--- config.mk ---
export PLATFORM = sky130hd
export DESIGN_NAME = cbpu_ram
export DESIGN_NICKNAME = d
export VERILOG_FILES = /design/src/rtl/cbpu_ram.sv
export SDC_FILE = /design/constraint.sdc
export NUM_CORES = 1
export LEC_CHECK = 0
export BUFFER_PORTS_ARGS = -buffer_cell sky130_fd_sc_hd__clkbuf_2
export CORE_UTILIZATION = 40
export DETAILED_ROUTE_END_ITERATION = 16
export HOLD_SLACK_MARGIN = 0.12
export PLACE_DENSITY = 0.63
export SYNTH_ARGS = -nofsm -noshare
export SYNTH_HDL_FRONTEND = slang
export SYNTH_SLANG_ARGS = --single-unit
export TNS_END_PERCENT = 10
--- constraint.sdc ---
create_clock -name clk -period 2.35 [get_ports clk]
set_input_delay 0.235 -clock clk [delete_from_list [all_inputs] [get_ports clk]]
set_output_delay 0.235 -clock clk [all_outputs]
set_load 0.005 [all_outputs]
--- src/rtl/cbpu_ram.sv ---
// Generic single-write, single-read RAM with registered read data.
module cbpu_ram #(
  parameter int WIDTH = 8,
  parameter int DEPTH = 16,
  localparam int AW = (DEPTH > 1) ? $clog2(DEPTH) : 1
) (
  input  logic             clk,
  input  logic             we,
  input  logic [AW-1:0]    waddr,
  input  logic [WIDTH-1:0] wdata,
  input  logic [AW-1:0]    raddr,
  output logic [WIDTH-1:0] rdata
);

  logic [WIDTH-1:0] mem [DEPTH];
  logic [WIDTH-1:0] rdata_r;

  always_ff @(posedge clk) begin
    if (we) begin
      mem[waddr] <= wdata;
    end
    rdata_r <= mem[raddr];
  end

  assign rdata = rdata_r;

endmodule

==> reports/qor.yml, run 1 <==
regToRegStartpoint: "mem[6][0]"
peakVddDrop_v: 0.000559
grt_pass1_vias: 2478
cts_hold_buf: 0
diodes: 0
hold_path.class: "input port to flop"
gr-usage-met2_pct: 24.3
fp-row-count: 41
yosys-top-cells-area: "edfxtp_1, mux4_2, mux4_1"
cts_tree: "yes"
holdCritStartpoint: "wdata[5]"
antenna_found_initial: 0
finalHoldViolations: 0
slowest_delay_ns: 0.47
grt_setup_unrepaired: "no"
post_cts_buffers: 0
ant_nets: 0
pwr-share-clk_pct: 45.8
wl_per_cell_um: 19.2
pwr-share-seq_pct: 49.8
p_sw_share_pct: 19.7
gr-usage-met1_pct: 19.7
setup_violations: 0
synth.yosys.seq_area_share_pct: 77.8
p_switching_mw: 1.08
path_max_fanout: 20
worst_path_max_delay_cell: "clkbuf_2"
nNetsFinal: 300
io_pins: 26
rr_worst_depth: 3
muxShareOfSynthArea_pct: 15.0
clock_path_buffers: 2
die_y_um: 115
core_sq_um: 12600
synth.distinct_cells: 19
die_w_um: 115
routed_wl_mm: 8.99
cp.arrival_ns: 1.67
maxCapViolations: 0
synth_seq_cells: 136
powerDensity_nw_per_um2: 894
synthArstFlopShare_pct: 0
start_util_pct: 41.0
finalMaxSlewViolations: 0
layout-area-overhead-vs-synth_pct: 19.1
vias_per_cell: 5.03
clock.fmax_ghz: 0.721
insertion_delay_ns: 0.41
r2r_slack_ns: 0.98
cts_buffers: 17
fill_cells: 1018
io_buffers: 25
netlist.area_leader.share_pct: 74.7
htree_levels: 4
vias: 2348
worst_setup_path_end_kind: "flop"
fin_crit_sh_pct: 59.0
synth_ff_type: "edfxtp_1"
hold_end: "mem[5][5]"
syn_area_per_cell_sq_um: 22.5
comb_power_share_pct: 4.4
grt.total_usage_pct: 15.3
yosysMostFrequentCell: "edfxtp_1"
required_ns: 2.63
grt_pass1_wl_mm: 14.1
fin_worst_skew_ns: 0.00600
synth_area_sq_um: 5150
outcome: "completed"
place_congestion: 0.697
dieArea_sq_um: 13300
place_worst_setup_slack_ns: 0.510
synth_fp_nets: 247
hpwl_mm: 5.87
fin_ws_ns: 0.964
drive_gt1_share_pct: 31.5
synth_adder_area_share_pct: 0
drcViolationCount: 0
worstSetupStartpointType: "input port"
drt_first_pass_iters: 4
grtUsageMet3_pct: 4.45
yosysWarnings: 0
max_slew.worst_pin.slew_ns: 0.780
synth_commonest_cells: "edfxtp_1, mux4_2, a22oi_1, mux4_1, nor2_1"
synthCells: 229
cts_resized: 0
grt_max_degree: 24
min_period_ns: 1.39
clock_sink_count: 136
tns_ns: 0
synth_simple_gate_area_share_pct: 3.18
worst-setup-path-type: "input port to flop"
p_leak_nw: 2.08
cts_root_buf: "clkbuf_16"
top_usage_layer: "met2"
cp_cell_sequence: "clkbuf_2 -> buf_4 -> mux4_1 -> a22oi_1 -> nand2_1"
yosysTopAreaCell: "edfxtp_1"
drt-initial-drc-count: 272
synth_top_family_by_area: "multiplexers"
clkTransAtPathRegs_ns: 0.05
yosys.area_share.xor_xnor_pct: 0
synth_edf_count: 128
power.internal_mw: 4.40
min_path_cells: 1
grt_overflow: 0
synth-compound-area-share_pct: 2.33
rr_endpoint: "rdata[0]"
maxSlewHeadroom_pct: 47.8
cells by family (layout without fill, tap and decap cells):
group,count (synthesis),in the layout
simple gates,35,35
mux,32,32
flops,136,136
buf+inv,10,76
compound gates,16,16
power by group through the flow:
stage / registers [mW] / logic, mW / clock network (mW)
2_1_floorplan: 2.78 / 0.138 / 0
3_3_place_gp: 2.78 / 0.240 / 0
3_5_place_dp: 2.78 / 0.247 / 0
4_1_cts: 2.73 / 0.248 / 2.54
5_1_grt: 2.73 / 0.267 / 2.65
6_report: 2.73 / 0.242 / 2.51
registers in the layout (all words and copies together) (netlist names):
| signal | count |
|---|---|
| rdata | 8 |
| mem | 128 |
per-layer routing:
layer	routed length [um]	part of all wire, %
met5	0	0
met4	109	1.2
met3	391	4.4
met2	4510	50
met1	3980	44
final cells by class:
cell class | count | area [sq um] | area share (%)
multi-input combinational | 83 | 1060 | 17.3
clock inverter | 13 | 129 | 2.10
clock buffer | 19 | 443 | 7.23
sequential | 136 | 4000 | 65.3
tap | 172 | 215 | 3.51
timing repair buffer | 44 | 280 | 4.57
layout by cell type, fill, tap and decap left out, drive strengths merged:
cell	count
and2	1
clkinvlp	3
nor2	13
nand2	9
and2b	1
bufinv	2
clkbuf	44
or3b	1
dfxtp	8
buf	19
nand2b	2
edfxtp	128
nand3	1
mux4	32
a22oi	16
clkinv	7
inv	1
nor2b	1
nand3b	2
nor3	4
worst max-delay path by stage:
stage | start | end | slack, ns | depth (start not counted)
2_1_floorplan | waddr[2] | mem[0][0] | 0.62 | 2
3_3_place_gp | raddr[1] | rdata[2] | 0.54 | 5
3_5_place_dp | raddr[1] | rdata[0] | 0.51 | 5
4_1_cts | raddr[1] | rdata[0] | 0.94 | 5
5_1_grt | raddr[1] | rdata[2] | 0.85 | 5
6_report | raddr[1] | rdata[0] | 0.96 | 5
critical path: cells and delay by family:
| family | cells | cell delay (ns) |
|---|---|---|
| and+or+nand+nor | 1 | 0.10 |
| AOI/OAI and AO/OA | 1 | 0.29 |
| buffers and inverters | 2 | 0.75 |
| muxes | 1 | 0.29 |
through the flow:
step | cell area [sq um] | std cells | util [%] | power (mW) | hold WS, ns
after detailed placement | 5560 | 435 | 44.2 | 3.02 | 0.609
after global routing | 6130 | 467 | 48.8 | 5.65 | 0.269
after global placement | 5560 | 435 | 44.2 | 3.02 | 0.607
after floorplan | 5150 | 229 | - | 2.91 | 0.334
final | 6130 | 467 | 48.8 | 5.48 | 0.242
after CTS | 6130 | 467 | 48.8 | 5.52 | 0.242
No activity file was read; power rests on OpenSTA's default activity.
==> inputs of run 2 (changes only) <==
- PLACE_DENSITY: 0.63 -> 0.65
- clock period: 2.35 -> 1.2 ns (I/O delays scaled with it)
==> run 2 against run 1 <==
The flow now finishes with violations (negative setup slack); sequential power rose by 96%; final cell count is 1.5% higher; first-iteration DRC count rose by 1.1%; worst setup slack worse by 1.0 ns; non-clock buffer count up 8.
==> reports/qor.yml, run 2 (synthesis gave the netlist of run 1 again) <==
final_common_cell: "edfxtp_1"
cts_hold_buf: 0  # unchanged
die_y_um: 115  # unchanged
antenna_found_initial: 0  # unchanged
dieArea_sq_um: 13300  # unchanged
hold_path.class: "input port to flop"
crit_family: "multiplexers"
violations: "negative setup slack"
fin_ws_ns: -0.0696  # -1.03 ns
io_buffers: 25  # unchanged
drt-initial-drc-count: 275  # +1.1%
worst-setup-path-type: "flop to flop"
maxCapViolations: 0  # unchanged
p_leak_nw: 2.10  # +0.97%
crit_cells: 3  # -2
slowest_delay_ns: 0.49  # +0.02 ns
clock_path_buffers: 2  # unchanged
ant_nets: 0  # unchanged
mostFrequentLayoutCells: "edfxtp_1, mux4_2, clkbuf_2, clkbuf_16, buf_4"
core_sq_um: 12600  # unchanged
worst_path_max_delay_cell: "mux4_2"
diodes: 0  # unchanged
hold_end: "mem[6][6]"
die_w_um: 115  # unchanged
insertion_delay_ns: 0.40  # about the same
regToRegStartpoint: "mem[10][0]"
cts_tree: "yes"
outcome: "finished with violations"
setup_violations: 8  # +8
htree_levels: 4  # unchanged
clkTransAtPathRegs_ns: 0.06  # about the same
vias_per_cell: 5.09  # +1.2%
post_cts_buffers: 0  # unchanged
fin_area_sq_um: 6320  # +3.1%
max_slew.worst_pin.slew_ns: 0.972  # +0.192 ns
largest_reg_flops: 128  # unchanged
min_period_ns: 1.27
fin_crit_sh_pct: 106
hpwl_mm: 6.22  # +5.9%
powerDensity_nw_per_um2: 1710  # +91%
top_register: "mem"
grt_setup_unrepaired: "yes"
rr_worst_depth: 3  # unchanged
nNetsFinal: 308  # +2.7%
place_congestion: 0.697  # about the same
worst_setup_path_end_kind: "flop"
finalHoldViolations: 0  # unchanged
routed_wl_mm: 9.60  # +6.8%
tns_ns: -0.303  # -0.303 ns
cp.arrival_ns: 1.55  # -0.12 ns
fin_worst_skew_ns: 0.00657  # +0.000569 ns
place_area_sq_um: 5760  # +3.6%
grt_pass1_wl_mm: 14.8  # +4.4%
drcViolationCount: 0  # unchanged
vias: 2412  # +2.7%
cp_cell_sequence: "mux4_2 -> a22oi_2 -> nand2_1"
grt_max_degree: 22  # -8.3%
r2r_slack_ns: -0.07  # -1.05 ns
peakVddDrop_v: 0.000938  # +68%
grt_pass1_vias: 2469  # -0.36%
wl_per_cell_um: 20.3  # +5.3%
clock.fmax_ghz: 0.788
layout-area-overhead-vs-synth_pct: 22.7
path_max_fanout: 1  # -95%
crit_path_start: "mem[10][0]"
cts_root_buf: "clkbuf_16"
clock_sink_count: 136  # unchanged
start_util_pct: 41.0  # unchanged
grt.total_usage_pct: 16.1  # +0.75 points
worstSetupStartpointType: "flop"
min_path_cells: 1  # unchanged
drive_gt1_share_pct: 42.1  # +11 points
cts_buffers: 17  # unchanged
grt_overflow: 0  # unchanged
drt_first_pass_iters: 4  # unchanged
rr_endpoint: "rdata[0]"
required_ns: 1.48  # -1.15 ns
fp-row-count: 41  # unchanged
power.total_mw: 10.8  # +97%
holdCritStartpoint: "wdata[6]"
io_pins: 26  # unchanged
maxSlewHeadroom_pct: 35.1  # -13 points
finalMaxSlewViolations: 0  # unchanged
path_buf_inv: 0  # -2
## run 2: per-stage QoR
stage	instances	utilization [%]	setup WS [ns]	hold WS, ns
finish	474	50.3	-0.0696	0.149
global route	474	50.3	-0.119	0.161
CTS	474	50.3	-0.0691	0.142
detailed placement	443	45.8	-0.365	0.490
global placement	443	45.8	-0.370	0.493
floorplan	229	-	-0.112	0.219
## run 2: final cells by class
class,instances,area [sq um]
Clock inverter,13,131
Tap cell,172,215
Fill cell,1010,6250
Clock buffer,18,429
Multi-Input combinational cell,83,1080
Sequential cell,136,4000
Timing Repair Buffer,52,453
## run 2: what timing repair did
| item | 4_1_cts | 5_1_grt |
|---|---|---|
| gates cloned | 0 | 0 |
| pin swaps | 7 | 2 |
| resized for setup | 21 | 2 |
| endpoints found under the setup margin | 8 | 8 |
## run 2: how the worst max path moves through the flow
stage,endpoint,slack [ns]
floorplan,mem[4][0],-0.11
global placement,rdata[3],-0.37
detailed placement,rdata[2],-0.36
CTS,rdata[4],-0.07
global route,rdata[4],-0.12
finish,rdata[0],-0.07
## run 2: metal layers
layer / vias up / track usage (%) / wire [um]
met4: 0 / 7.01 / 114
met1: 1259 / 20.5 / 4240
met5: - / 0 / 0
li1: 1083 / - / -
met2: 62 / 25.8 / 4730
met3: 8 / 4.60 / 512
## run 2: power by group
| group | leakage, nW | switching (mW) | internal [mW] |
|---|---|---|---|
| Clock | 0.267 | 1.84 | 3.03 |
| Combinational | 0.608 | 0.297 | 0.269 |
| Sequential | 1.22 | 0.0363 | 5.31 |
| Total | 2.10 | 2.18 | 8.61 |
==> inputs of run 3 (changes only) <==
- CTS_BUF_LIST: not set -> sky130_fd_sc_hd__clkbuf_4
==> run 3 against run 2 <==
The run still ends with negative setup slack left; worst setup slack worse by 0.025 ns; sequential power about the same; final area down 3.0%; clock skew up 0.010 ns; non-clock buffer count up 9.
==> reports/qor.yml, run 3 (synthesis gave the netlist of run 1 again) <==
required_ns: 1.59  # +0.11 ns
hold_end: "mem[8][6]"
vias: 2451  # +1.6%
fin_crit_sh_pct: 108  # +2.1 points
finalCoreUtilization_pct: 48.8  # -1.5 points
p_leak_nw: 2.02  # -3.8%
clock.fmax_ghz: 0.772  # -2.0%
antenna_found_initial: 1  # +1
clock_path_buffers: 2  # unchanged
max_slew.worst_pin.slew_ns: 0.873  # -0.0988 ns
wl_per_cell_um: 19.9  # -1.8%
ant_nets: 0  # unchanged
vias_per_cell: 5.06  # -0.48%
regArea_sq_um: 4010  # about the same
grt_overflow: 0  # unchanged
worstSetupStartpointType: "flop"
grt_pass1_vias: 2488  # +0.77%
top_register: "mem"
die_w_um: 115  # unchanged
maxCapViolations: 0  # unchanged
fin_area_sq_um: 6130  # -3.0%
place_worst_setup_slack_ns: -0.365  # unchanged
fin_worst_skew_ns: 0.0170  # +0.0105 ns
drcViolationCount: 0  # unchanged
fp-row-count: 41  # unchanged
rr_endpoint: "rdata[1]"
finalHoldViolations: 0  # unchanged
io_buffers: 25  # unchanged
insertion_delay_ns: 0.51  # +0.11 ns
maxSlewHeadroom_pct: 41.7  # +6.6 points
setup_violations: 8  # unchanged
outcome: "finished with violations"
tns_ns: -0.498  # -0.196 ns
place_congestion: 0.697  # unchanged
grt_max_degree: 22  # unchanged
r2r_slack_ns: -0.09  # -0.03 ns
layout-area-overhead-vs-synth_pct: 19.1
routed_wl_mm: 9.63  # +0.30%
drive_gt1_share_pct: 41.2  # -0.90 points
holdWs_ns: 0.175  # +0.0253 ns
die_y_um: 115  # unchanged
clock_sink_count: 136  # unchanged
min_path_cells: 3  # +2
start_util_pct: 41.0  # unchanged
worst_setup_path_end_kind: "flop"
cp.arrival_ns: 1.69  # +0.14 ns
grt_setup_unrepaired: "yes"
dieArea_sq_um: 13300  # unchanged
peakVddDrop_v: 0.000540  # -42%
rr_worst_depth: 3  # unchanged
drt-initial-drc-count: 227  # -17%
place_area_sq_um: 5760  # unchanged
hpwl_mm: 6.22  # unchanged
holdCritStartpoint: "waddr[0]"
worst-setup-path-type: "flop to flop"
hold_path.class: "input port to flop"
fill_cells: 1048  # +3.8%
regToRegStartpoint: "mem[3][1]"
powerDensity_nw_per_um2: 1430  # -16%
cts_root_buf: "clkbuf_4"
grt_pass1_wl_mm: 14.4  # -2.3%
core_sq_um: 12600  # unchanged
final_common_cell: "edfxtp_1"
io_pins: 26  # unchanged
path_max_fanout: 1  # unchanged
largest_reg_flops: 128  # unchanged
violations: "negative setup slack"
grt.total_usage_pct: 15.7  # -0.35 points
mostFrequentLayoutCells: "edfxtp_1, mux4_2, clkbuf_2, clkbuf_4, buf_4"
clkTransAtPathRegs_ns: 0.12  # +0.06 ns
nNetsFinal: 317  # +2.9%
multi_input_area_sq_um: 1090  # +0.46%
htree_levels: 4  # unchanged
drt_first_pass_iters: 4  # unchanged
fin_ws_ns: -0.0949  # -0.0253 ns
cts_tree: "yes"
finalMaxSlewViolations: 0  # unchanged
cts_buffers: 17  # unchanged
min_period_ns: 1.29  # +0.0253 ns
==> run 3: what timing repair did <==
item | CTS | global route
endpoints found under the hold margin | 136 | 0
pin swaps | 5 | 0
setup buffers | 0 | 0
hold buffers | 9 | 0
setup endpoints to repair | 9 | 35
gates cloned | 0 | 0
gates resized for setup | 17 | 8
==> run 3: how the worst max path moves through the flow <==
stage | start | to | slack (ns)
2_1_floorplan | waddr[3] | mem[4][0] | -0.11
3_3_place_gp | raddr[0] | rdata[3] | -0.37
3_5_place_dp | raddr[0] | rdata[2] | -0.36
4_1_cts | mem[10][4] | rdata[4] | -0.09
5_1_grt | mem[3][1] | rdata[1] | -0.15
6_report | mem[3][1] | rdata[1] | -0.09
==> run 3: metrics by stage <==
step                power (mW)  instances
global route              9.05        484
CTS                       8.81        483
finish                    8.74        484
global placement          5.97        443
detailed placement        5.99        443
floorplan                 5.71        229
==> run 3: where the power goes <==
part	switching, mW	leakage, nW	internal (mW)
Clock	1.58	0.139	1.23
Sequential	0.0377	1.22	5.30
Combinational	0.300	0.655	0.287
Total	1.92	2.02	6.82
==> run 3: area by class of cell <==
cell class / instances / area share [%]
clock buffer: 18 / 2.20
sequential: 136 / 65.3
clock inverter: 13 / 2.14
antenna: 1 / 0.0408
timing repair buffer: 61 / 8.98
tap: 172 / 3.51
multi-input combinational: 83 / 17.8
==> run 3: worst max-delay path, stage by stage, from the launching register on <==
cell and delay (ns):
edfxtp_1 0.40, mux4_2 0.51, a22oi_2 0.20, nand2_1 0.08
==> run 3: per-layer routing <==
metal / wire length (um) / part of all wire, % / vias to the layer above / GRT usage (%)
met2: 4790 / 50 / 67 / 25.3
met1: 4210 / 44 / 1269 / 19.7
met3: 523 / 5.4 / 7 / 5.28
met5: 0 / 0 / - / 0
li1: - / - / 1108 / -
met4: 102 / 1.1 / 0 / 6.23
