File: src/rtl/cbpu_pkg.sv
// Shared types and constants of the codebook background pixel update block.
package cbpu_pkg;

  localparam int CFG_IDX_W  = 3;
  localparam int CFG_DATA_W = 16;

  localparam logic [CFG_IDX_W-1:0] REG_TRAINING_FRAMES   = 3'd0;
  localparam logic [CFG_IDX_W-1:0] REG_ALPHA_Q8          = 3'd1;
  localparam logic [CFG_IDX_W-1:0] REG_BETA_Q8           = 3'd2;
  localparam logic [CFG_IDX_W-1:0] REG_COLOR_EPSILON     = 3'd3;
  localparam logic [CFG_IDX_W-1:0] REG_CACHE_TIMEOUT     = 3'd4;
  localparam logic [CFG_IDX_W-1:0] REG_PROMOTE_AGE       = 3'd5;
  localparam logic [CFG_IDX_W-1:0] REG_PERMANENT_TIMEOUT = 3'd6;
  localparam logic [CFG_IDX_W-1:0] REG_ABSORB_AGE        = 3'd7;

  localparam logic [15:0] RST_TRAINING_FRAMES   = 16'd200;
  localparam logic [7:0]  RST_ALPHA_Q8          = 8'd205;
  localparam logic [8:0]  RST_BETA_Q8           = 9'd282;
  localparam logic [9:0]  RST_COLOR_EPSILON     = 10'd20;
  localparam logic [15:0] RST_CACHE_TIMEOUT     = 16'd20;
  localparam logic [15:0] RST_PROMOTE_AGE       = 16'd150;
  localparam logic [15:0] RST_PERMANENT_TIMEOUT = 16'd3000;
  localparam logic [15:0] RST_ABSORB_AGE        = 16'd30;

  // iteration counter load values of the shared sqrt and divide units
  localparam int ITER_W = 5;
  localparam logic [ITER_W-1:0] SQRT_LAST = 5'd16;
  localparam logic [ITER_W-1:0] DIV_LAST  = 5'd15;

  typedef enum logic [1:0] {
    CLS_BG     = 2'd0,
    CLS_RECENT = 2'd1,
    CLS_CACHED = 2'd2,
    CLS_FG     = 2'd3
  } cls_t;

  typedef enum logic [4:0] {
    ST_CLEAR, ST_IDLE, ST_SQRT, ST_CNT, ST_WRD, ST_WLD,
    ST_M1, ST_M2, ST_M3, ST_M4, ST_M5, ST_DEC,
    ST_MUL, ST_NUM, ST_DIV, ST_WCOL, ST_UPD, ST_PRN, ST_KEEP,
    ST_NEW, ST_DONE
  } state_t;

  // one codeword; color[0] blue, color[1] green, color[2] red (Q8.8)
  typedef struct packed {
    logic [2:0][15:0] color;
    logic [16:0]      imin;
    logic [16:0]      imax;
    logic [15:0]      freq;
    logic [31:0]      idle_run;
    logic [31:0]      first_t;
    logic [31:0]      last_t;
    logic             cached;
  } word_t;

  typedef struct packed {
    logic clr;
    logic load_px;
    logic sqrt_step;
    logic cnt_load;
    logic ld_word;
    logic m1;
    logic m2;
    logic m3;
    logic m4;
    logic m5;
    logic mul;
    logic num;
    logic div_step;
    logic wr_col;
    logic upd;
    logic prn;
    logic keep;
    logic add_new;
    logic finish;
  } cmd_t;

  typedef struct packed {
    logic clr_done;
    logic out_range;
    logic words_left;
    logic match;
    logic col_last;
  } status_t;

endpackage

File: src/rtl/cbpu_ctrl.sv
// Controller state machine: sequences clearing, sqrt, word walk and result.
module cbpu_ctrl (
  input  logic             clk,
  input  logic             rst_n,
  input  logic             start,
  output logic             busy,
  input  cbpu_pkg::status_t st,
  output cbpu_pkg::cmd_t   cmd
);
  import cbpu_pkg::*;

  state_t state_r, state_nxt;
  logic [ITER_W-1:0] iter_r, iter_nxt;

  always_ff @(posedge clk) begin
    if (!rst_n) begin
      state_r <= ST_CLEAR;
      iter_r  <= '0;
    end else begin
      state_r <= state_nxt;
      iter_r  <= iter_nxt;
    end
  end

  always_comb begin
    state_nxt = state_r;
    unique case (state_r)
      ST_CLEAR: if (st.clr_done) state_nxt = ST_IDLE;
      ST_IDLE:  if (start) state_nxt = ST_SQRT;
      ST_SQRT: begin
        if (iter_r == '0) state_nxt = st.out_range ? ST_DONE : ST_CNT;
      end
      ST_CNT:  state_nxt = ST_WRD;
      ST_WRD:  state_nxt = st.words_left ? ST_WLD : ST_NEW;
      ST_WLD:  state_nxt = ST_M1;
      ST_M1:   state_nxt = ST_M2;
      ST_M2:   state_nxt = ST_M3;
      ST_M3:   state_nxt = ST_M4;
      ST_M4:   state_nxt = ST_M5;
      ST_M5:   state_nxt = ST_DEC;
      ST_DEC:  state_nxt = st.match ? ST_MUL : ST_PRN;
      ST_MUL:  state_nxt = ST_NUM;
      ST_NUM:  state_nxt = ST_DIV;
      ST_DIV:  if (iter_r == '0) state_nxt = ST_WCOL;
      ST_WCOL: state_nxt = st.col_last ? ST_UPD : ST_MUL;
      ST_UPD:  state_nxt = ST_PRN;
      ST_PRN:  state_nxt = ST_KEEP;
      ST_KEEP: state_nxt = ST_WRD;
      ST_NEW:  state_nxt = ST_DONE;
      ST_DONE: state_nxt = ST_IDLE;
      default: state_nxt = ST_CLEAR;
    endcase
  end

  always_comb begin
    iter_nxt = iter_r;
    if (state_r == ST_IDLE) begin
      iter_nxt = SQRT_LAST;
    end else if (state_r == ST_NUM) begin
      iter_nxt = DIV_LAST;
    end else if ((state_r == ST_SQRT || state_r == ST_DIV) && iter_r != '0) begin
      iter_nxt = iter_r - 1'b1;
    end
  end

  always_comb begin
    cmd = '0;
    unique case (state_r)
      ST_CLEAR: cmd.clr       = 1'b1;
      ST_IDLE:  cmd.load_px   = start;
      ST_SQRT:  cmd.sqrt_step = 1'b1;
      ST_CNT:   cmd.cnt_load  = 1'b1;
      ST_WLD:   cmd.ld_word   = 1'b1;
      ST_M1:    cmd.m1        = 1'b1;
      ST_M2:    cmd.m2        = 1'b1;
      ST_M3:    cmd.m3        = 1'b1;
      ST_M4:    cmd.m4        = 1'b1;
      ST_M5:    cmd.m5        = 1'b1;
      ST_MUL:   cmd.mul       = 1'b1;
      ST_NUM:   cmd.num       = 1'b1;
      ST_DIV:   cmd.div_step  = 1'b1;
      ST_WCOL:  cmd.wr_col    = 1'b1;
      ST_UPD:   cmd.upd       = 1'b1;
      ST_PRN:   cmd.prn       = 1'b1;
      ST_KEEP:  cmd.keep      = 1'b1;
      ST_NEW:   cmd.add_new   = 1'b1;
      ST_DONE:  cmd.finish    = 1'b1;
      default:  cmd           = '0;
    endcase
  end

  assign busy = (state_r != ST_IDLE);

endmodule

File: config.mk
export PLATFORM = sky130hd
export DESIGN_NAME = cbpu_ctrl
export DESIGN_NICKNAME = d
export VERILOG_FILES = /design/src/rtl/cbpu_pkg.sv /design/src/rtl/cbpu_ctrl.sv
export SDC_FILE = /design/constraint.sdc
export NUM_CORES = 1
export LEC_CHECK = 0
export BUFFER_PORTS_ARGS = -buffer_cell sky130_fd_sc_hd__buf_2
export CORE_ASPECT_RATIO = 0.8
export CORE_MARGIN = 2
export CORE_UTILIZATION = 50
export CTS_CLUSTER_DIAMETER = 40
export CTS_CLUSTER_SIZE = 25
export DETAILED_ROUTE_END_ITERATION = 7
export PLACE_DENSITY = 0.83
export SLEW_MARGIN = 30
export SYNTH_ARGS = -nofsm -noshare
export SYNTH_HDL_FRONTEND = slang
export SYNTH_SLANG_ARGS = --single-unit
File: constraint.sdc
create_clock -name clk -period 2.2 [get_ports clk]
set_clock_uncertainty 0.1 [all_clocks]
set_input_delay 0.33 -clock clk [delete_from_list [all_inputs] [get_ports clk]]
set_output_delay 0.33 -clock clk [all_outputs]
set_load 0.02 [all_outputs]
==> impl_metrics.prom, run 1 <==
# TYPE chip_impl_metric gauge
chip_impl_metric{name="worst-r2r-setup-slack",unit="ns"} 0.32
chip_impl_metric{name="cts-hold-fix-buffers",unit=""} 0
chip_impl_metric{name="placement.cell_area",unit="mm^2"} 0.00104
chip_impl_metric{name="max-slew-margin-rel",unit="%"} 62.1
chip_impl_info{name="root_buffer",value="sky130_fd_sc_hd__clkbuf_4"} 1
chip_impl_metric{name="pre_cts_slack",unit="ns"} 0.345
chip_impl_metric{name="final_routed_wirelength_across_all_metal_layers",unit="mm"} 2.46
chip_impl_metric{name="synthArstFlopShare",unit="%"} 0
chip_impl_metric{name="initial_core_util",unit="%"} 53.8
chip_impl_metric{name="clock_sink_count",unit=""} 10
chip_impl_metric{name="global_route.overflow_total",unit=""} 0
chip_impl_metric{name="power.static_leakage",unit="nW"} 0.458
chip_impl_info{name="crit_path_end_kind",value="output port"} 1
chip_impl_metric{name="crit_path_max_fanout",unit=""} 7
chip_impl_metric{name="post_synthesis_cell_area",unit="um^2"} 892
chip_impl_metric{name="peakVddDrop",unit="V"} 0.000573
chip_impl_metric{name="setup-violations-final",unit=""} 0
chip_impl_metric{name="antenna_cells_inserted",unit=""} 0
chip_impl_metric{name="post_syn_nets",unit=""} 138
chip_impl_metric{name="sequential_to_total_area_share_from_yosys_stat",unit="%"} 22.4
chip_impl_metric{name="max_freq",unit="GHz"} 0.474
chip_impl_metric{name="cap_viol_max_count",unit=""} 0
chip_impl_metric{name="cp.arrival",unit="ns"} 1.68
chip_impl_info{name="hold_class",value="in -> reg"} 1
chip_impl_metric{name="finalHoldWorstSlack",unit="ns"} 0.262
chip_impl_metric{name="path_clk_slew",unit="ns"} 0.07
chip_impl_metric{name="library_cells_used_by_synthesis",unit=""} 39
chip_impl_metric{name="num-nets-final",unit=""} 165
chip_impl_metric{name="design.die.area",unit="mm^2"} 0.00214
chip_impl_metric{name="clock_path_buffers",unit=""} 2
chip_impl_metric{name="fin_tns_setup",unit="ns"} 0
chip_impl_metric{name="first_iter_violations",unit=""} 45
chip_impl_info{name="start_kind",value="register"} 1
chip_impl_metric{name="postSynthAreaPerCell",unit="um^2"} 6.92
chip_impl_metric{name="placement.io_buffers",unit=""} 27
chip_impl_metric{name="synth_seq_cells",unit=""} 10
chip_impl_metric{name="routed_via_density",unit=""} 5.88
chip_impl_info{name="outcome",value="finished, final reports clean"} 1
chip_impl_metric{name="hold_violations",unit=""} 0
chip_impl_metric{name="dpl_hpwl",unit="mm"} 1.84
chip_impl_metric{name="period_minus_slack",unit="ns"} 2.11
chip_impl_metric{name="postLayoutSetupSlackWorst",unit="ns"} 0.0898
chip_impl_metric{name="num-fill-cells",unit=""} 163
chip_impl_metric{name="drcViolationCount",unit=""} 0
chip_impl_metric{name="drt_pass1_iterations",unit=""} 4
chip_impl_metric{name="drt.antenna.violating_nets",unit=""} 0
chip_impl_metric{name="die-width",unit="um"} 51.2
chip_impl_metric{name="synth_cells",unit=""} 129
chip_impl_metric{name="worst-slew-pin-transition",unit="ns"} 0.561
chip_impl_metric{name="die_height",unit="um"} 41.8
chip_impl_metric{name="final.period_utilization",unit="%"} 95.9
chip_impl_metric{name="timing.critical_path.required",unit="ns"} 1.77
chip_impl_metric{name="largest_net_degree_at_the_start_of_global_routing",unit=""} 18
chip_impl_metric{name="io_pins",unit=""} 28
chip_impl_metric{name="final_area",unit="mm^2"} 0.00108
chip_impl_metric{name="vias_in_the_first_global_route",unit=""} 935
chip_impl_metric{name="drt-wirelength-per-cell",unit="um"} 13.9
chip_impl_metric{name="antenna_found_initial",unit=""} 0
chip_impl_metric{name="synth-edff-count",unit=""} 0
chip_impl_info{name="setup.worst_path.class",value="reg -> out"} 1
chip_impl_metric{name="ys_warn_count",unit=""} 0
chip_impl_metric{name="cts-buffers-inserted",unit=""} 3
chip_impl_metric{name="row_count",unit=""} 13
chip_impl_info{name="rsz_0062_raised_after_global_routing",value="false"} 1
chip_impl_metric{name="global_route_usage_over_all_layers",unit="%"} 25.3
chip_impl_metric{name="syn2layout_area_growth",unit="%"} 21.5
chip_impl_metric{name="gp_congestion",unit=""} 0.943
chip_impl_metric{name="clock_insertion_delay_worst_skew",unit="ns"} 0.27
chip_impl_metric{name="core_area",unit="mm^2"} 0.00166
chip_impl_metric{name="count_of_h_tree_levels_built_during_cts",unit=""} 1
chip_impl_info{name="postSynth.topFlopCell",value="sky130_fd_sc_hd__dfxtp_1"} 1
chip_impl_metric{name="final_layout_size_suffix_gt1_share",unit="%"} 30.3
chip_impl_metric{name="postCtsSetupBuffers",unit=""} 0
chip_impl_metric{name="slew_violations",unit=""} 0
chip_impl_metric{name="cts.repair.resized",unit=""} 0
chip_impl_metric{name="power_per_cell_area",unit="mW/mm^2"} 1120
chip_impl_metric{name="count_of_vias_placed_by_the_detailed_router",unit=""} 1040
chip_impl_info{name="cts_tree",value="built"} 1
chip_impl_metric{name="grt_first_pass_wirelength",unit="mm"} 4.21
==> flip-flops by register name (all words and copies together) (netlist names) <==
| register | flops |
|---|---|
| iter_r | 5 |
| state_r | 5 |
==> cell usage in the layout, fill, tap and decap left out, types with 2 or more instances in the layout <==
cell / count
sky130_fd_sc_hd__a21oi_1: 9
sky130_fd_sc_hd__xor2_1: 3
sky130_fd_sc_hd__dfxtp_1: 9
sky130_fd_sc_hd__buf_2: 27
sky130_fd_sc_hd__nand2_1: 15
sky130_fd_sc_hd__a31oi_1: 3
sky130_fd_sc_hd__o21ai_0: 8
sky130_fd_sc_hd__nand2b_1: 3
sky130_fd_sc_hd__a21boi_0: 2
sky130_fd_sc_hd__nor2_1: 18
sky130_fd_sc_hd__o21bai_1: 2
sky130_fd_sc_hd__nor4b_1: 2
sky130_fd_sc_hd__nand3_1: 3
sky130_fd_sc_hd__nor4_1: 2
sky130_fd_sc_hd__clkbuf_4: 3
sky130_fd_sc_hd__nor3_1: 9
sky130_fd_sc_hd__inv_1: 6
sky130_fd_sc_hd__or2_2: 2
sky130_fd_sc_hd__buf_4: 7
==> power breakdown <==
part | internal (W) | leakage [nW] | switching [W]
logic | 0.000299 | 0.355 | 0.000468
registers | 0.000225 | 0.0817 | 0.0000575
clock network | 0.000101 | 0.0210 | 0.0000643
==> synth_stat cells (2+ instances only) <==
library cell               instances  area (um^2)
sky130_fd_sc_hd__xor2_1            3         26.3
sky130_fd_sc_hd__buf_2             5         25.0
sky130_fd_sc_hd__a21oi_1           9         45.0
sky130_fd_sc_hd__nand2b_1          4         25.0
sky130_fd_sc_hd__a21boi_0          2         15.0
sky130_fd_sc_hd__dfxtp_1          10          200
sky130_fd_sc_hd__o21bai_1          2         15.0
sky130_fd_sc_hd__nor4_1            2         12.5
sky130_fd_sc_hd__nor4b_1           2         17.5
sky130_fd_sc_hd__or2_2             2         12.5
sky130_fd_sc_hd__nor3_1            9         45.0
sky130_fd_sc_hd__buf_1             2         7.51
sky130_fd_sc_hd__clkbuf_1          3         11.3
sky130_fd_sc_hd__buf_6             2         22.5
sky130_fd_sc_hd__a31oi_1           3         18.8
sky130_fd_sc_hd__nand2_1          15         56.3
sky130_fd_sc_hd__nor2_1           18         67.6
sky130_fd_sc_hd__nand3_1           3         15.0
sky130_fd_sc_hd__inv_1             6         22.5
sky130_fd_sc_hd__o21ai_0           8         40.0
==> cell families (layout without fill, tap and decap cells) <==
logic type / after synthesis / count (layout) / share of synthesized area (%)
AND/OR/NAND/NOR: 63 / 63 / 37.0
adder cells (fa/ha/maj): 1 / 1 / 1.40
AO/OA/AOI/OAI: 33 / 33 / 25.2
flip-flops: 10 / 10 / 22.4
XOR/XNOR: 4 / 4 / 3.93
buffers and inverters: 18 / 44 / 9.96
==> critical path: stages, from the launching register on <==
cell and delay, ns:
sky130_fd_sc_hd__dfxtp_1 0.36, sky130_fd_sc_hd__or3_4 0.45, sky130_fd_sc_hd__or2_2 0.35, sky130_fd_sc_hd__nor2_1 0.09, sky130_fd_sc_hd__buf_2 0.16
==> through the flow <==
step	std cells	power (W)	utilization (%)
2_1_floorplan	129	0.000864	-
3_3_place_gp	173	0.00100	62.7
3_5_place_dp	173	0.00103	62.7
4_1_cts	177	0.00120	64.9
5_1_grt	177	0.00131	65.3
6_report	177	0.00121	65.3
==> layer usage <==
metal | up-vias | track usage, % | wire, um
met2 | 39 | 39.2 | 1180
li1 | 507 | - | -
met4 | 0 | 4.74 | 11
met3 | 3 | 7.55 | 167
met1 | 491 | 34.9 | 1100
met5 | - | 0 | 0
==> area by class of cell <==
cell class	count	area [um^2]	area share, %
multi-input combinational	101	608	56.1
sequential	10	201	18.6
timing repair buffer	34	188	17.3
clock buffer	4	36.3	3.35
tap	22	27.5	2.54
inverter	6	22.5	2.08
==> final timing paths <==
check	endpoint	depth (start not counted)	from
max	cmd[17]	4	state_r[4]$_SDFFE_PN0P_
min	state_r[1]$_SDFFE_PN0P_	2	rst_n
max reg2reg	state_r[1]$_SDFFE_PN0P_	7	iter_r[0]$_SDFFE_PP0P_
min reg2reg	iter_r[4]$_SDFFE_PN0P_	2	iter_r[4]$_SDFFE_PN0P_
Power figures use the tool's default switching activity.
==> run 2, diff against run 1 <==
CORE_MARGIN = 10   (was 2)
==> impl_metrics.prom, run 2 (synthesis gave the netlist of run 1 again) <==
# TYPE chip_impl_metric gauge
chip_impl_info{name="outcome",value="finished, final reports clean"} 1
chip_impl_metric{name="peakVddDrop",unit="V"} 0.000548
chip_impl_info{name="root_buffer",value="sky130_fd_sc_hd__clkbuf_4"} 1
chip_impl_metric{name="cts-buffers-inserted",unit=""} 3
chip_impl_metric{name="die-width",unit="um"} 67.2
chip_impl_metric{name="power_per_cell_area",unit="mW/mm^2"} 1120
chip_impl_metric{name="multiInputGateArea",unit="um^2"} 606
chip_impl_metric{name="post-route-util",unit="%"} 64.3
chip_impl_metric{name="count_of_vias_placed_by_the_detailed_router",unit=""} 1044
chip_impl_metric{name="io_pins",unit=""} 28
chip_impl_metric{name="pre_cts_slack",unit="ns"} 0.251
chip_impl_metric{name="drt_pass1_iterations",unit=""} 4
chip_impl_info{name="rsz_0062_raised_after_global_routing",value="false"} 1
chip_impl_metric{name="vias_in_the_first_global_route",unit=""} 946
chip_impl_metric{name="switching_power",unit="W"} 0.000591
chip_impl_metric{name="antenna_cells_inserted",unit=""} 0
chip_impl_metric{name="power.sequential.fraction",unit="%"} 25.9
chip_impl_metric{name="dpl_hpwl",unit="mm"} 2.02
chip_impl_metric{name="num-fill-cells",unit=""} 158
chip_impl_metric{name="largest_net_degree_at_the_start_of_global_routing",unit=""} 17
chip_impl_metric{name="cap_viol_max_count",unit=""} 0
chip_impl_metric{name="clock_path_buffers",unit=""} 2
chip_impl_info{name="cts_tree",value="built"} 1
chip_impl_metric{name="gp_congestion",unit=""} 0.895
chip_impl_info{name="mostFrequentLayoutCell",value="sky130_fd_sc_hd__buf_2"} 1
chip_impl_metric{name="max_freq",unit="GHz"} 0.472
chip_impl_metric{name="count_of_h_tree_levels_built_during_cts",unit=""} 1
chip_impl_metric{name="internal_power",unit="W"} 0.000606
chip_impl_info{name="commonest_cells_after_routing_fill_and_taps_aside",value="sky130_fd_sc_hd__buf_2, sky130_fd_sc_hd__nor2_1, sky130_fd_sc_hd__nand2_1, sky130_fd_sc_hd__nor3_1, sky130_fd_sc_hd__a21oi_1"} 1
chip_impl_metric{name="postCtsSetupBuffers",unit=""} 0
chip_impl_metric{name="hold_violations",unit=""} 0
chip_impl_info{name="top_signal_layer_used",value="met4"} 1
chip_impl_metric{name="path_clk_slew",unit="ns"} 0.06
chip_impl_metric{name="design.die.area",unit="mm^2"} 0.00388
chip_impl_metric{name="placed_cells",unit=""} 171
chip_impl_metric{name="wl_met3",unit="um"} 307
chip_impl_info{name="start_kind",value="register"} 1
chip_impl_metric{name="routed_via_density",unit=""} 5.97
chip_impl_metric{name="drt-wirelength-per-cell",unit="um"} 15.3
chip_impl_metric{name="syn2layout_area_growth",unit="%"} 19.6
chip_impl_metric{name="worst-slew-pin-transition",unit="ns"} 0.537
chip_impl_metric{name="core_area",unit="mm^2"} 0.00166
chip_impl_metric{name="global_route_usage_over_all_layers",unit="%"} 13.5
chip_impl_metric{name="grt_first_pass_wirelength",unit="mm"} 4.32
chip_impl_info{name="setup.worst_path.class",value="reg -> out"} 1
chip_impl_metric{name="report.power.total",unit="W"} 0.00120
chip_impl_metric{name="layout.cells.non_filler",unit=""} 175
chip_impl_metric{name="row_count",unit=""} 13
chip_impl_metric{name="sequential_cell_area",unit="um^2"} 203
chip_impl_metric{name="fin_tns_setup",unit="ns"} 0
chip_impl_metric{name="postLayoutSetupSlackWorst",unit="ns"} 0.0829
chip_impl_metric{name="clock_sink_count",unit=""} 10
chip_impl_metric{name="period_minus_slack",unit="ns"} 2.12
chip_impl_info{name="crit_path_end_kind",value="output port"} 1
chip_impl_metric{name="final_layout_size_suffix_gt1_share",unit="%"} 29.4
chip_impl_metric{name="clock_insertion_delay_worst_skew",unit="ns"} 0.27
chip_impl_metric{name="global_route.overflow_total",unit=""} 0
chip_impl_metric{name="first_iter_violations",unit=""} 64
chip_impl_metric{name="met2_wirelength",unit="mm"} 1.22
chip_impl_metric{name="num-nets-final",unit=""} 163
chip_impl_metric{name="drt.antenna.violating_nets",unit=""} 0
chip_impl_metric{name="final.period_utilization",unit="%"} 96.2
chip_impl_metric{name="initial_core_util",unit="%"} 53.8
chip_impl_metric{name="placement.io_buffers",unit=""} 27
chip_impl_metric{name="setup-violations-final",unit=""} 0
chip_impl_info{name="hold_class",value="in -> reg"} 1
chip_impl_metric{name="crit_path_max_fanout",unit=""} 10
chip_impl_metric{name="timing.critical_path.required",unit="ns"} 1.77
chip_impl_metric{name="power.static_leakage",unit="nW"} 0.447
chip_impl_metric{name="final_routed_wirelength_across_all_metal_layers",unit="mm"} 2.67
chip_impl_metric{name="die_height",unit="um"} 57.8
chip_impl_metric{name="clock_power_share",unit="%"} 13.8
chip_impl_metric{name="drcViolationCount",unit=""} 0
chip_impl_metric{name="m1_wire_length",unit="mm"} 1.12
chip_impl_metric{name="antenna_found_initial",unit=""} 0
chip_impl_metric{name="max-slew-margin-rel",unit="%"} 63.7
chip_impl_metric{name="slew_violations",unit=""} 0
chip_impl_metric{name="cp.arrival",unit="ns"} 1.69
chip_impl_metric{name="switching_share_of_power",unit="%"} 49.4
chip_impl_info{name="reg_top3",value="iter_r: 5 flops, state_r: 5 flops"} 1
chip_impl_metric{name="share_comb_of_total_power",unit="%"} 60.3
run 2: cell count changes in the layout (fill, tap and decap cells not counted), sizes merged:
| cell | change |
|---|---|
| buf | -2 |
run 2: metal layers:
layer | track usage, % | vias up
met5 | 0 | -
met4 | 3.51 | 0
met3 | 4.61 | 2
met2 | 20.5 | 70
met1 | 17.6 | 475
li1 | - | 497
run 2: cell type report:
type                            count  share of cell area, %
Clock buffer                        4                   3.40
Timing Repair Buffer               32                   16.2
Multi-Input combinational cell    101                   56.7
Tap cell                           22                   2.58
Inverter                            6                   2.11
Sequential cell                    10                   19.0
run 2: worst max-delay path, stage by stage, from the launching register on:
cell and delay (ns):
sky130_fd_sc_hd__dfxtp_1 0.40, sky130_fd_sc_hd__or3_4 0.42, sky130_fd_sc_hd__or2_2 0.35, sky130_fd_sc_hd__nor2_1 0.09, sky130_fd_sc_hd__buf_2 0.16
run 2: power by group through the flow:
stage	Combinational (W)	Clock (W)	Sequential, W
finish	0.000721	0.000166	0.000310
global route	0.000785	0.000178	0.000315
CTS	0.000713	0.000168	0.000305
detailed placement	0.000709	0	0.000306
global placement	0.000692	0	0.000297
floorplan	0.000619	0	0.000246
run 2: worst paths after layout:
path / from / to / slack, ns / cells past startpoint
hold reg to reg: iter_r[4]$_SDFFE_PN0P_ / iter_r[4]$_SDFFE_PN0P_ / 0.40 / 2
setup / recovery: state_r[3]$_SDFFE_PN0P_ / cmd[17] / 0.08 / 4
setup reg to reg: iter_r[0]$_SDFFE_PP0P_ / state_r[0]$_SDFFE_PN0P_ / 0.23 / 7
hold / removal: rst_n / state_r[1]$_SDFFE_PN0P_ / 0.26 / 2
run 2: what timing repair did:
| item | CTS | global route |
|---|---|---|
| endpoints found under the setup margin | 2 | 1 |
| hold buffers | 0 | 0 |
| gates resized for setup | 2 | 1 |
run 2: per-stage QoR:
step                      hold WS [ns]  instance area (um^2)
after global routing             0.259                  1070
after global placement           0.381                  1030
after floorplan                  0.348                   892
after CTS                        0.247                  1060
after detailed placement         0.383                  1030
final                            0.258                  1070
